[config.mk]
export PLATFORM = sky130hd
export DESIGN_NAME = lcce_div
export DESIGN_NICKNAME = d
export VERILOG_FILES = /design/src/rtl/lcce_div.sv
export SDC_FILE = /design/constraint.sdc
export NUM_CORES = 1
export LEC_CHECK = 0
export ABC_AREA = 1
export BUFFER_PORTS_ARGS = -buffer_cell sky130_fd_sc_hd__buf_2
export CAP_MARGIN = 20
export CORE_MARGIN = 2
export CORE_UTILIZATION = 52
export CTS_BUF_LIST = sky130_fd_sc_hd__clkbuf_8
export DETAILED_ROUTE_END_ITERATION = 6
export PLACE_DENSITY = 0.88
export SLEW_MARGIN = 0
export SYNTH_ARGS = -nofsm -noshare
export SYNTH_HDL_FRONTEND = slang
export SYNTH_SLANG_ARGS = --single-unit
[constraint.sdc]
create_clock -name clk -period 2 [get_ports clk]
set_clock_uncertainty 0.1 [all_clocks]
set_input_delay 0 -clock clk [delete_from_list [all_inputs] [get_ports clk]]
set_output_delay 0 -clock clk [all_outputs]
set_load 0.05 [all_outputs]
[src/rtl/lcce_div.sv]
// Restoring divider, one quotient bit per cycle, with a preloaded remainder.
// Standalone; used by the crossfade engine top level.
module lcce_div #(
    parameter int NW = 16,
    parameter int DW = 16
) (
    input  logic          clk,
    input  logic          rst_n,
    input  logic          start,
    input  logic [NW-1:0] num,
    input  logic [DW-1:0] den,
    input  logic [DW-1:0] rem_init,
    output logic [NW-1:0] quo,
    output logic          done
);
    localparam int CW = $clog2(NW + 1);

    logic [DW-1:0] rem_reg, rem_next;
    logic [NW-1:0] quo_reg, quo_next;
    logic [DW-1:0] den_reg;
    logic [CW-1:0] cnt_reg;
    logic          busy_reg;
    logic          done_reg;
    logic [DW:0]   trial;
    logic [DW:0]   diff;

    always_comb
    begin
        trial = {rem_reg, quo_reg[NW-1]};
        diff  = trial - {1'b0, den_reg};
        if (trial >= {1'b0, den_reg})
        begin
            rem_next = diff[DW-1:0];
            quo_next = {quo_reg[NW-2:0], 1'b1};
        end
        else
        begin
            rem_next = trial[DW-1:0];
            quo_next = {quo_reg[NW-2:0], 1'b0};
        end
    end

    always_ff @(posedge clk or negedge rst_n)
    begin
        if (!rst_n)
        begin
            busy_reg <= 1'b0;
            done_reg <= 1'b0;
            cnt_reg  <= '0;
        end
        else
        begin
            done_reg <= 1'b0;
            if (start)
            begin
                busy_reg <= 1'b1;
                cnt_reg  <= CW'(NW);
            end
            else if (busy_reg)
            begin
                cnt_reg <= cnt_reg - 1'b1;
                if (cnt_reg == CW'(1))
                begin
                    busy_reg <= 1'b0;
                    done_reg <= 1'b1;
                end
            end
        end
    end

    always_ff @(posedge clk)
    begin
        if (start)
        begin
            rem_reg <= rem_init;
            quo_reg <= num;
            den_reg <= den;
        end
        else if (busy_reg)
        begin
            rem_reg <= rem_next;
            quo_reg <= quo_next;
        end
    end

    assign quo  = quo_reg;
    assign done = done_reg;
endmodule

# == Word-level counts from Yosys, hierarchy flattened ==
# Cells that the tools add are included.
# word_totals
out_inout_bits,17
register_bits,55
# op_classes
add_sub_neg,2
muxes,14
order_cmp,1
n_eq_ne,1
reduce_logical,1
# ops
op,count
$mux W16,5
$ge A17 B16 Y1,1
$sub A16 B16 Y16,1
$mux W5,2
$mux W1,7
$eq A5 B1 Y1 const B,1
$sub A5 B1 Y5 const B,1
$reduce_bool A2 Y1,1

# == Depth between registers and ports, before layout ==
# logic_depth
word_depth,4
depth_mapped,14
mapped_depth_nobuf,14

# == Worst setup path after synthesis ==
# Ideal clock, no wire load.
# synth_path
path_type,reg2reg
from,"register quo_reg[15], in the netlist quo[15]"
to,"register rem_reg[8], data pin"
slack_ps,-407
required_ps,1647
stages_incl_launch_ff,12
path_buffers,0
setup_time_ps,253
t_arrival_ps,2054
path_cell_list,edfxtp_1 -> inv_1 -> ha_1 -> inv_1 -> fa_1 -> nand3_1 -> nand3_1 -> a21oi_1 -> xor2_1 -> nand2_1 -> nand3_1 -> nand2_1
# synth_via
elab_chain_len,4
word_cells_on_any_way,5
classes_between,add/sub: 1; order compare: 1; mux: 3
# synth_rtl
item,line_no,rtl
"start, declared",19,"logic [NW-1:0] quo_reg, quo_next;"
"start signal, assigned",76,quo_reg <= num;
"start signal, assigned",82,quo_reg <= quo_next;
$sub A16 B16 Y16 or $ge A17 B16 Y1 (tied branches),"30, 31",
$mux W16 (*),31,"if (trial >= {1'b0, den_reg})"
$mux W16 (*),79,else if (busy_reg)
$mux W16 (*),73,if (start)
"end signal, assigned",75,rem_reg <= rem_init;
"end signal, assigned",81,rem_reg <= rem_next;
"end, declared",18,"logic [DW-1:0] rem_reg, rem_next;"
# Every way passes the cells marked *; elsewhere a longest branch is shown, timed or not. The select of a mux whose other input is x is not followed.
# A chain may end at the register's enable or synchronous reset.

# == Worst setup path in the final report ==
# layout_path
from,register rem_reg[9]
to,"register rem_reg[11], data pin"
# layout_via
elab_chain_len,4
word_cells_on_any_way,5
classes_between,add/sub: 1; order compare: 1; mux: 3
# layout_rtl
item,line_no
$sub A16 B16 Y16 or $ge A17 B16 Y1 (tied branches),"30, 31"
$mux W16 (*),31
$mux W16 (*),79
$mux W16 (*),73
# Marked as above.

==> flow_summary.ini <==
[clock_network]
cts_tree = built
clk_latency_ps = 340
cts_buffer_depth = 2
ctsHtreeMaxLevel = 2
root_buffer = clkbuf_8
cts.sinks = 55
cts-buffers-inserted = 5
clkSlewWorstSetupHoldPaths_ps = 130

[timing]
whs_ps = 198.0
hold_violations = 0
tightestPinTransition_ps = 595.2
rsz0062_at_grt = true
setup_viol = 17
finalCritPeriodShare = 1.264
period_minus_slack_ps = 2528
drv_slew = 0
fmax_ghz = 0.3956
slew_headroom = 0.6032
fin_ws_ps = -528.0

[drt]
ant_nets = 0
drc = 60
drtIter0Drc = 1032
via_per_inst = 6.898
routedWlPerCell_um = 28.90
first_pass_iters = 7
wirelength_um = 21160
vias = 5049

[power]
peakVddDrop_mv = 1.094
totalPowerFinal_w = 0.009277
power-per-cell-area_mw_per_mm2 = 1582
leakagePower_nw = 2.922

[layout]
drive_above_1_share = 0.4354
stdcell_area_mm2 = 0.005866
syn2layout_area_growth_pct = 63.17
final_nets = 719
utilization = 0.8681

[setup_path]
critPathLaunchType = register
required_ps = 2000
crit_type = register to register
rrSetupSlack_ps = -530
crit_arrival_ps = 2520
worstSetupEndpointType = register
critPathMaxFanout = 3

[synth]
synth_cell_types = 31
syn_avg_cell_area_um2 = 7.953
netlist_area_mm2 = 0.003595
ys_ff_latch = 55
yosysSeqAreaShare = 0.4497
yosys_warnings = 0
synth_nets = 522
syn-instance-count = 452

[floorplan]
start_util = 0.5320
num_rows = 30
ios = 68
core_mm2 = 0.006756
dieArea_mm2 = 0.007594
fp.dieH_um = 87.15
die-width_um = 87.15

[global_routing]
grt_pass1_vias = 4797
track_usage = 0.4718
antenna_found_initial = 2
grt_max_degree = 51
grt_pass1_wl_um = 26040
overflow = 0

[placement]
post_dp_cell_area_mm2 = 0.004483
port-buffer-count = 67
place_congestion = 0.9847
preCtsSetupSlack_ps = -227.9
dp_hpwl_um = 7206

[status]
failed_checks = design-rule violations, negative setup slack
status = finished with violations

[hold_path]
hp-class = primary input to register

[job]
max_cap_violations = 0
path summary, 6_finish.rpt:
path,from,to,cells past startpoint
max,rem_reg[9],rem_reg[11],11
max in group asynchronous,rst_n,cnt_reg[2],3
min,start,quo[3],4
min in group asynchronous,rst_n,cnt_reg[3],3
max reg2reg,rem_reg[9],rem_reg[11],11
min reg2reg,cnt_reg[4],done,1
area by class of cell:
type,count,area [µm²]
clock buffers,5,68.82
diodes,2,5.005
flip-flops and latches,55,1617
fillers,249,890.9
multi-input cells,315,2200
repair buffers,201,1567
well taps,80,100.1
clock inverters,3,42.54
inverters,71,266.5
kinds of logic after synthesis:
kind of cell	Yosys count	share of synthesized area
AOI/OAI and AO/OA	16	0.02262
xor gates and xnor gates	7	0.01706
adders and majority gates	19	0.06822
buffers and inverters	82	0.09328
DFF	55	0.4497
and+or+nand+nor	273	0.3491
metal layers:
layer,global-route usage,wire length (µm)
met2,0.7238,8344
met3,0.1365,3836
met4,0.3636,2741
met5,0,56
met1,0.5550,6176
through the flow:
| stage | instances | setup TNS [ps] |
|---|---|---|
| floorplan | 452 | -2117 |
| global placement | 644 | -2080 |
| detailed placement | 644 | -2863 |
| CTS | 718 | -1757 |
| global route | 732 | -7362 |
| finish | 732 | -7133 |
power breakdown:
group / switching, W / internal (W)
logic: 0.00382 / 0.00273
clock network: 0.000459 / 0.000376
registers: 0.000316 / 0.00158
timing repair:
action                                  in CTS  in global routing
resized for setup                           51                 65
hold endpoints to repair                    55                  0
pin swaps                                   11                 30
setup buffers                               15                 16
endpoints found under the setup margin      17                 17
cloned                                       1                  1
hold buffers                                50                  0
critical path: stages, from the launching register on:
cell      delay, ps
edfxtp_1        530
ha_4            370
nand2_2          90
buf_4           150
nor2_2          310
nand3_1         230
nand3_1         150
nand2_1          60
nand2_1         100
nand2_4          60
nand3_2          50
nand2_2          80
synth_stat cells, drive strengths merged:
library cell,n,area share
or2,1,0.0017
edfxtp,48,0.40
nor2,19,0.029
inv,71,0.074
xnor2,6,0.015
clkbuf,4,0.0042
o22ai,1,0.0017
ha,18,0.063
nand4,4,0.0070
nand3,38,0.057
nor4,2,0.0035
fa,1,0.0056
nor3,3,0.0073
a21oi,10,0.014
xor2,1,0.0024
o21ai,5,0.0070
buf,7,0.015
dfrtp,7,0.049
and2,1,0.0017
nand2,193,0.22
nand3b,12,0.025
layout by cell type (no fill, tap or decap), types with 2 or more instances in the layout:
cell type	instances
nand2_1	138
buf_4	72
buf_2	67
inv_1	59
dlygate4sd3_1	50
edfxtp_1	48
nand2_2	41
nand3_2	20
ha_4	15
nand3_1	14
inv_2	13
nand2_4	13
nand3b_1	12
nor2_1	9
a21oi_1	7
dfrtp_1	7
nor2_4	5
nor2_2	5
o21ai_0	5
clkbuf_8	5
nand3_4	4
nand4_1	4
xnor2_1	4
buf_6	4
buf_8	4
ha_1	3
buf_12	3
diode_2	2
a21oi_2	2
nor3_1	2
nor4_1	2
No activity file was read; power rests on OpenSTA's default activity.
