## src/rtl/lcce_pkg.sv

```systemverilog
// Shared types and constants for the LED color crossfade engine.
// Depends on nothing; lcce_lane and the engine top level in rtl import it.
package lcce_pkg;

    // Eight color values: primary R,G,B,W then secondary R,G,B,W.
    localparam int NCOL  = 8;
    // The blend lanes cover the eight colors plus the master brightness.
    localparam int NLANE = NCOL + 1;
    localparam int BRIGHT_LANE = NCOL;

    // Smallest fraction step, in Q0.16, that is worth a blend (about 0.004).
    localparam logic signed [16:0] MIN_STEP = 17'sd263;

    // Floor division by 100: multiply by this reciprocal, shift, then correct once.
    localparam logic [10:0] RECIP_100   = 11'd1310;
    localparam int          RECIP_SHIFT = 17;
    localparam logic [6:0]  DIV_100     = 7'd100;

    // Legacy white weights.
    localparam logic [7:0] WHITE_HI_WT  = 8'd155;
    localparam logic [6:0] WHITE_LO_WT  = 7'd100;
    localparam logic [9:0] WHITE_DEN_WT = 10'd765;

    // Configuration register map.
    localparam int APB_AW = 4;
    typedef enum logic [1:0] {
        REG_FADE_TIME   = 2'd0,
        REG_FADE_ENABLE = 2'd1,
        REG_BRIGHT_PCT  = 2'd2,
        REG_LEGACY_WH   = 2'd3
    } reg_idx_t;

    localparam logic [15:0] FADE_TIME_RST  = 16'd700;
    localparam logic        FADE_EN_RST    = 1'b1;
    localparam logic [7:0]  BRIGHT_PCT_RST = 8'd100;
    localparam logic        LEGACY_WH_RST  = 1'b0;

    typedef logic [7:0] chan_t;

endpackage

```

## src/rtl/lcce_lane.sv

```systemverilog
// One blend lane: linear interpolation of a value by a Q0.16 fraction.
// Depends on lcce_pkg for the channel type.
module lcce_lane (
    input  lcce_pkg::chan_t from_val,
    input  lcce_pkg::chan_t goal_val,
    input  logic [15:0]     frac,
    output lcce_pkg::chan_t blend_val
);
    import lcce_pkg::*;

    logic signed [8:0]  delta;
    logic signed [25:0] prod;
    logic signed [25:0] acc;

    // from * 65536 + (goal - from) * f never goes negative while f < 1.0.
    always_comb
    begin
        delta     = $signed({1'b0, goal_val}) - $signed({1'b0, from_val});
        prod      = 26'(delta * $signed({1'b0, frac}));
        acc       = $signed({2'b00, from_val, 16'h0000}) + prod;
        blend_val = acc[23:16];
    end
endmodule

```

## config.mk

```make
export PLATFORM = sky130hd
export DESIGN_NAME = lcce_lane
export DESIGN_NICKNAME = d
export VERILOG_FILES = /design/src/rtl/lcce_pkg.sv /design/src/rtl/lcce_lane.sv
export SDC_FILE = /design/constraint.sdc
export NUM_CORES = 1
export LEC_CHECK = 0
export BUFFER_PORTS_ARGS = -buffer_cell sky130_fd_sc_hd__buf_2
export CAP_MARGIN = 20
export CORE_AREA = 3 3 96 98
export DETAILED_ROUTE_END_ITERATION = 8
export DIE_AREA = 0 0 99 101
export PLACE_DENSITY = 0.74
export SLEW_MARGIN = 20
export SYNTH_ARGS = -nofsm -noshare
export SYNTH_HDL_FRONTEND = slang
export SYNTH_SLANG_ARGS = --single-unit
```

## constraint.sdc

```tcl
create_clock -name vclk -period 8.02
set_input_delay 0.802 -clock vclk [all_inputs]
set_output_delay 0.802 -clock vclk [all_outputs]
set_load 0.005 [all_outputs]
```

## After elaboration in Yosys (flattened, before gate mapping)

Cells that the tools add are included.

- Flip-flop bits (word level): 0
- Input bits: 32
- Output and inout port bits: 8
- Logic and storage cells: 3

- Add/subtract/negate cells: 2
- Multiply operators: 1

Operators with widths:

| kind | count |
|---|---|
| adder 24 bit | 1 |
| multiplier 9 x 17 -> 24 bit | 1 |
| subtractor 8 x 8 -> 9 bit | 1 |

## Depth between registers and ports, before layout

Gate-level depths: netlist of run 1.

- Depth in word-level cells: 3
- Gate-level depth with buffers: 28
- Mapped depth without buffers: 27

## Worst setup path after synthesis of run 1

No wires, ideal clock.

- Kind: in2out
- Start: in goal_val[0]
- End: out blend_val[7]
- Arrival: 6.731 ns
- Data required time: 7.218 ns
- Slack: 0.487 ns
- Stages: 24
- Path buffers: 1
- Path through: inv_1 -> ha_1 -> fa_1 -> nand2b_1 -> a21boi_1 -> a311o_1 -> xor2_1 -> clkbuf_1 -> nand2_1 -> fa_1 -> fa_1 -> inv_1 -> fa_1 -> fa_1 -> inv_1 -> fa_1 -> inv_1 -> ha_1 -> o211ai_1 -> a21oi_1 -> a221o_1 -> a221oi_4 -> o221ai_2 -> xnor2_1

- Longest elaborated chain between the ends: 3

Ends and longest elaborated chain:

| item | RTL line | source |
|---|---|---|
| start, declared | lcce_lane.sv:5 | `input lcce_pkg::chan_t goal_val,` |
| subtractor 8 x 8 -> 9 bit | lcce_lane.sv:18 | `delta = $signed({1'b0, goal_val}) - $signed({1'b0, from_val});` |
| multiplier 9 x 17 -> 24 bit | lcce_lane.sv:19 | `prod = 26'(delta * $signed({1'b0, frac}));` |
| adder 24 bit | lcce_lane.sv:20 | `acc = $signed({2'b00, from_val, 16'h0000}) + prod;` |
| end, declared | lcce_lane.sv:7 | `output lcce_pkg::chan_t blend_val` |

No other way between the ends.

## Final worst setup path of run 1

- Start: in from_val[0]
- End: out blend_val[7]

- Longest elaborated chain between the ends: 3

Ends and longest elaborated chain:

| item | RTL line | source |
|---|---|---|
| start, declared | lcce_lane.sv:4 | `input lcce_pkg::chan_t from_val,` |
| subtractor 8 x 8 -> 9 bit | lcce_lane.sv:18 |  |
| multiplier 9 x 17 -> 24 bit | lcce_lane.sv:19 |  |
| adder 24 bit (*) | lcce_lane.sv:20 |  |

Every way passes the cells marked *; elsewhere a longest branch is shown, timed or not.

==> metrics.yaml, run 1 <==
status: "complete, no violations"
final_area_um2: 5052
fin_setup_tns_ns: 0
crit_slowest_cell: "fa_1"
synth_area_per_cell_um2: 9.280
worstSetupPathType: "in -> out"
final_cells: 652
antenna_found_initial: 0
dr_wl_met2_um: 5525
grt_max_degree: 17
yosys.area.top_type: "fa_1"
nets: 741
antenna_cells: 0
synth_cell_types: 36
coreArea_um2: 8551
io_pins: 40
yosys_warnings: 0
finalHoldViolCount: 0
period_minus_slack_ns: 7.661
start_util: 0.5438
die_height_um: 101
clock_buffers: 0
grt.total_usage: 0.2202
wire_per_inst_um: 15.81
holdBufCountCts: 0
multi_input_area_um2: 4240
finalWirelength_um: 10310
post-route-util: 0.5909
post_dp_cell_area_um2: 5034
die_area_um2: 9999
drv_cap: 0
finalMaxSlewViolations: 0
min_path_type: "in -> out"
grt_pass1_wl_um: 18010
first_global_vias: 3869
met3_length_um: 449
gp_congestion: 0.8612
syn_inst: 501
drc: 0
synth_nets: 696
io_buffers: 40
wl_met1_um: 4134
min_period_over_period: 0.9552
maxSlewHeadroom: 0.6562
die_x_um: 99
vias: 3463
cp.required_ns: 7.22
rows: 34
avgViaCountPerCell: 5.311
cp-end-kind: "output port"
tightestPinTransition_ns: 0.5158
synth_seq_area_share: 0
synth_top_area_frac: 0.4564
setup_violations: 0
highest_layer: "met4"
final.fill_count: 757
grt_overflow: 0
dp.cells: 651
netlist_top_cells_count: "fa_1 (106), inv_1 (103), and2_1 (75), ha_1 (57), nand2b_1 (29)"
syn_to_final_growth_pct: 8.665
cp_slowest_stage_delay_ns: 0.54
synth_area_leaders: "fa_1 (46%), ha_1 (15%), and2_1 (10%)"
drt_iter0_drc: 168
drtPass1Iterations: 4
ff_latch_area_um2: 0
start_kind: "input pin"
ant_nets: 0
synth_area_um2: 4649
crit_chain: "buf_2 > ha_1 > fa_2 > nand2b_1 > a21boi_2 > a311o_1 > xor2_1 > nand2_1 > fa_1 > fa_1 > inv_1 > fa_1 > fa_1 > inv_1 > fa_1 > inv_1 > ha_1 > o211ai_1 > a21oi_1 > a221o_1 > a221oi_4 > o221ai_2 > xnor2_1 > buf_2"
cp_common_cell: "fa_1"
drive_above_1_share: 0.1066
crit_arrival_ns: 6.86
seq_cells: 0
cp_max_fo: 3
yosysMostFrequentCell: "fa_1"
hpwlAfterDp_um: 8977
fmax_mhz: 130.5
-- per-layer routing --
metal	up-vias	GRT usage
li1	1612	-
met1	1746	0.2843
met2	87	0.4122
met3	18	0.008304
met4	0	0.04517
met5	-	0
-- kinds of logic (layout without fill, tap and decap cells) --
logic type,count (synthesis),count (layout),synth area share
and+or+nand+nor,164,164,0.1964
AOI/OAI and AO/OA,43,43,0.06755
xor gates and xnor gates,19,19,0.03579
buffers and inverters,112,155,0.09042
adders and majority gates,163,163,0.6098
-- through the flow --
stage               setup slack (ns)  hold slack, ns
floorplan                     0.4867           1.857
global placement              0.3468           2.236
detailed placement            0.2287           2.229
global route               -0.007583           2.317
CTS                           0.2020           2.245
finish                        0.3593           2.247
-- critical path: cells and delay by family --
| family | cells | cell delay, ns |
|---|---|---|
| buffers and inverters | 5 | 0.40 |
| adders and majority gates | 8 | 3.52 |
| and+or+nand+nor | 2 | 0.27 |
| AOI/OAI and AO/OA | 7 | 1.50 |
| xor gates and xnor gates | 2 | 0.35 |
-- layout make-up --
type,instances,area share
tap,108,0.02675
inverter,103,0.07652
multi-input combinational,389,0.8393
timing repair buffer,52,0.05745
-- what timing repair did --
| item | 4_1_cts | 5_1_grt |
|---|---|---|
| setup buffers | 0 | 1 |
| endpoints found under the setup margin | 0 | 4 |
| gates resized for setup | 0 | 4 |
-- final timing paths --
path / start / endpoint / slack, ns / cells past startpoint
max: from_val[0] / blend_val[7] / 0.36 / 24
min: frac[15] / blend_val[7] / 2.25 / 5
-- cells in the final DEF, fill, tap and decap left out, types with 12 or more instances in the layout --
master    count
inv_1       103
fa_1        105
ha_1         57
xnor2_1      14
nand2b_1     29
a21oi_1      12
buf_2        40
and2_1       75
nor2_1       20
nand2_1      25
buf_4        12
Power of run 1 is not shown: default switching activity piles up to over one toggle a cycle in this logic, so the estimate is an artifact.
==> run 2, diff against run 1 <==
--- a/config.mk
+++ b/config.mk
@@ -7,10 +7,10 @@
 export LEC_CHECK = 0
 export BUFFER_PORTS_ARGS = -buffer_cell sky130_fd_sc_hd__buf_2
 export CAP_MARGIN = 20
-export CORE_AREA = 3 3 96 98
+export CORE_AREA = 3 3 93 95
 export DETAILED_ROUTE_END_ITERATION = 8
-export DIE_AREA = 0 0 99 101
-export PLACE_DENSITY = 0.74
+export DIE_AREA = 0 0 96 98
+export PLACE_DENSITY = 0.78
 export SLEW_MARGIN = 20
 export SYNTH_ARGS = -nofsm -noshare
 export SYNTH_HDL_FRONTEND = slang
==> metrics.yaml, run 2 (synthesis gave the netlist of run 1 again) <==
first_global_vias: 3869  # unchanged
min_path_type: "in -> out"
clock_buffers: 0  # unchanged
coreArea_um2: 7807  # -8.7%
syn_to_final_growth_pct: 8.531
holdBufCountCts: 0  # unchanged
io_buffers: 40  # unchanged
drc: 0  # unchanged
cp.required_ns: 7.22  # about the same
die_height_um: 98  # -3.0%
ff_latch_area_um2: 0  # unchanged
tightestPinTransition_ns: 0.5619  # +0.04612 ns
grt.total_usage: 0.2359  # +0.01572
maxSlewHeadroom: 0.6227  # -0.03344
setup_violations: 0  # unchanged
hpwlAfterDp_um: 9033  # +0.62%
avgViaCountPerCell: 5.526  # +4.0%
drtPass1Iterations: 5  # +1
rows: 32  # -5.9%
finalHoldViolCount: 0  # unchanged
dp.cells: 645  # -0.92%
antenna_found_initial: 0  # unchanged
start_util: 0.5955  # +0.05176
worstSetupPathType: "in -> out"
wire_per_inst_um: 16.09  # +1.8%
ant_nets: 0  # unchanged
die_x_um: 96  # -3.0%
hold_slack_ns: 2.275  # +0.02859 ns
min_period_over_period: 0.9642  # +0.009044
period_minus_slack_ns: 7.733  # +0.07253 ns
cp-end-kind: "output port"
post_dp_cell_area_um2: 5026  # -0.15%
drv_cap: 0  # unchanged
io_pins: 40  # unchanged
nets: 741  # unchanged
vias: 3570  # +3.1%
start_kind: "input pin"
status: "complete, no violations"
die_area_um2: 9408  # -5.9%
most-common-layout-cells: "fa_1 (105), inv_1 (103), and2_1 (75), ha_1 (57), buf_2 (40)"
final_cells: 646  # -0.92%
grt_max_degree: 17  # unchanged
final_common_cell: "fa_1"
cp_max_fo: 3  # unchanged
finalWirelength_um: 10400  # +0.81%
grt_overflow: 0  # unchanged
finalMaxSlewViolations: 0  # unchanged
fmax_mhz: 129.3  # -0.94%
fin_setup_tns_ns: 0  # unchanged
seq_cells: 0  # unchanged
final_area_um2: 5046  # -0.12%
drt_iter0_drc: 98  # -42%
crit_arrival_ns: 6.93  # +0.07 ns
antenna_cells: 0  # unchanged
gp_congestion: 0.8912  # +3.5%
drive_above_1_share: 0.1066  # unchanged
grt_pass1_wl_um: 17780  # -1.3%
[run 2: cell counts in the layout (fill, tap and decap cells not counted)]
No cell type changed its count.
[run 2: repair_timing]
item / CTS / global route
setup endpoints to repair: 0 / 3
resized for setup: 0 / 4
buffers inserted: 0 / 1
[run 2: layout make-up]
| class | instances | area [µm²] |
|---|---|---|
| Multi-Input combinational cell | 389 | 4238 |
| Fill cell | 677 | 2761 |
| Tap cell | 102 | 127.6 |
| Timing Repair Buffer | 52 | 294.0 |
| Inverter | 103 | 386.6 |
[run 2: stage by stage]
stage	setup WS, ns	util
2_1_floorplan	0.4867	-
3_3_place_gp	0.3584	0.6438
3_5_place_dp	0.2690	0.6438
4_1_cts	0.2376	0.6438
5_1_grt	-0.01213	0.6463
6_report	0.2868	0.6463
[run 2: critical path, stage by stage]
cell      delay (ns)
buf_2           0.10
inv_1           0.07
ha_1            0.17
fa_2            0.21
nand2b_1        0.13
a21boi_2        0.07
a311o_1         0.38
o31a_1          0.27
or2_1           0.24
fa_1            0.51
fa_1            0.54
inv_1           0.05
fa_1            0.50
fa_1            0.54
inv_1           0.05
fa_1            0.53
inv_1           0.04
ha_1            0.31
o211ai_1        0.17
a21oi_1         0.09
a221o_1         0.36
a221oi_4        0.34
o221ai_2        0.15
xnor2_1         0.17
buf_2           0.14
[run 2: routing by layer]
layer  vias to the layer above  part of all wire  track usage
li1                       1611                 -            -
met2                       104              0.54       0.4259
met1                      1841              0.40       0.3158
met5                         -                 0            0
met4                         0             0.015      0.03720
met3                        14             0.048      0.01079
[run 2: worst paths after layout]
path	end	cells past startpoint	startpoint
max	blend_val[7]	25	goal_val[0]
min	blend_val[7]	5	frac[15]
Power of run 2 is left out for the same reason.
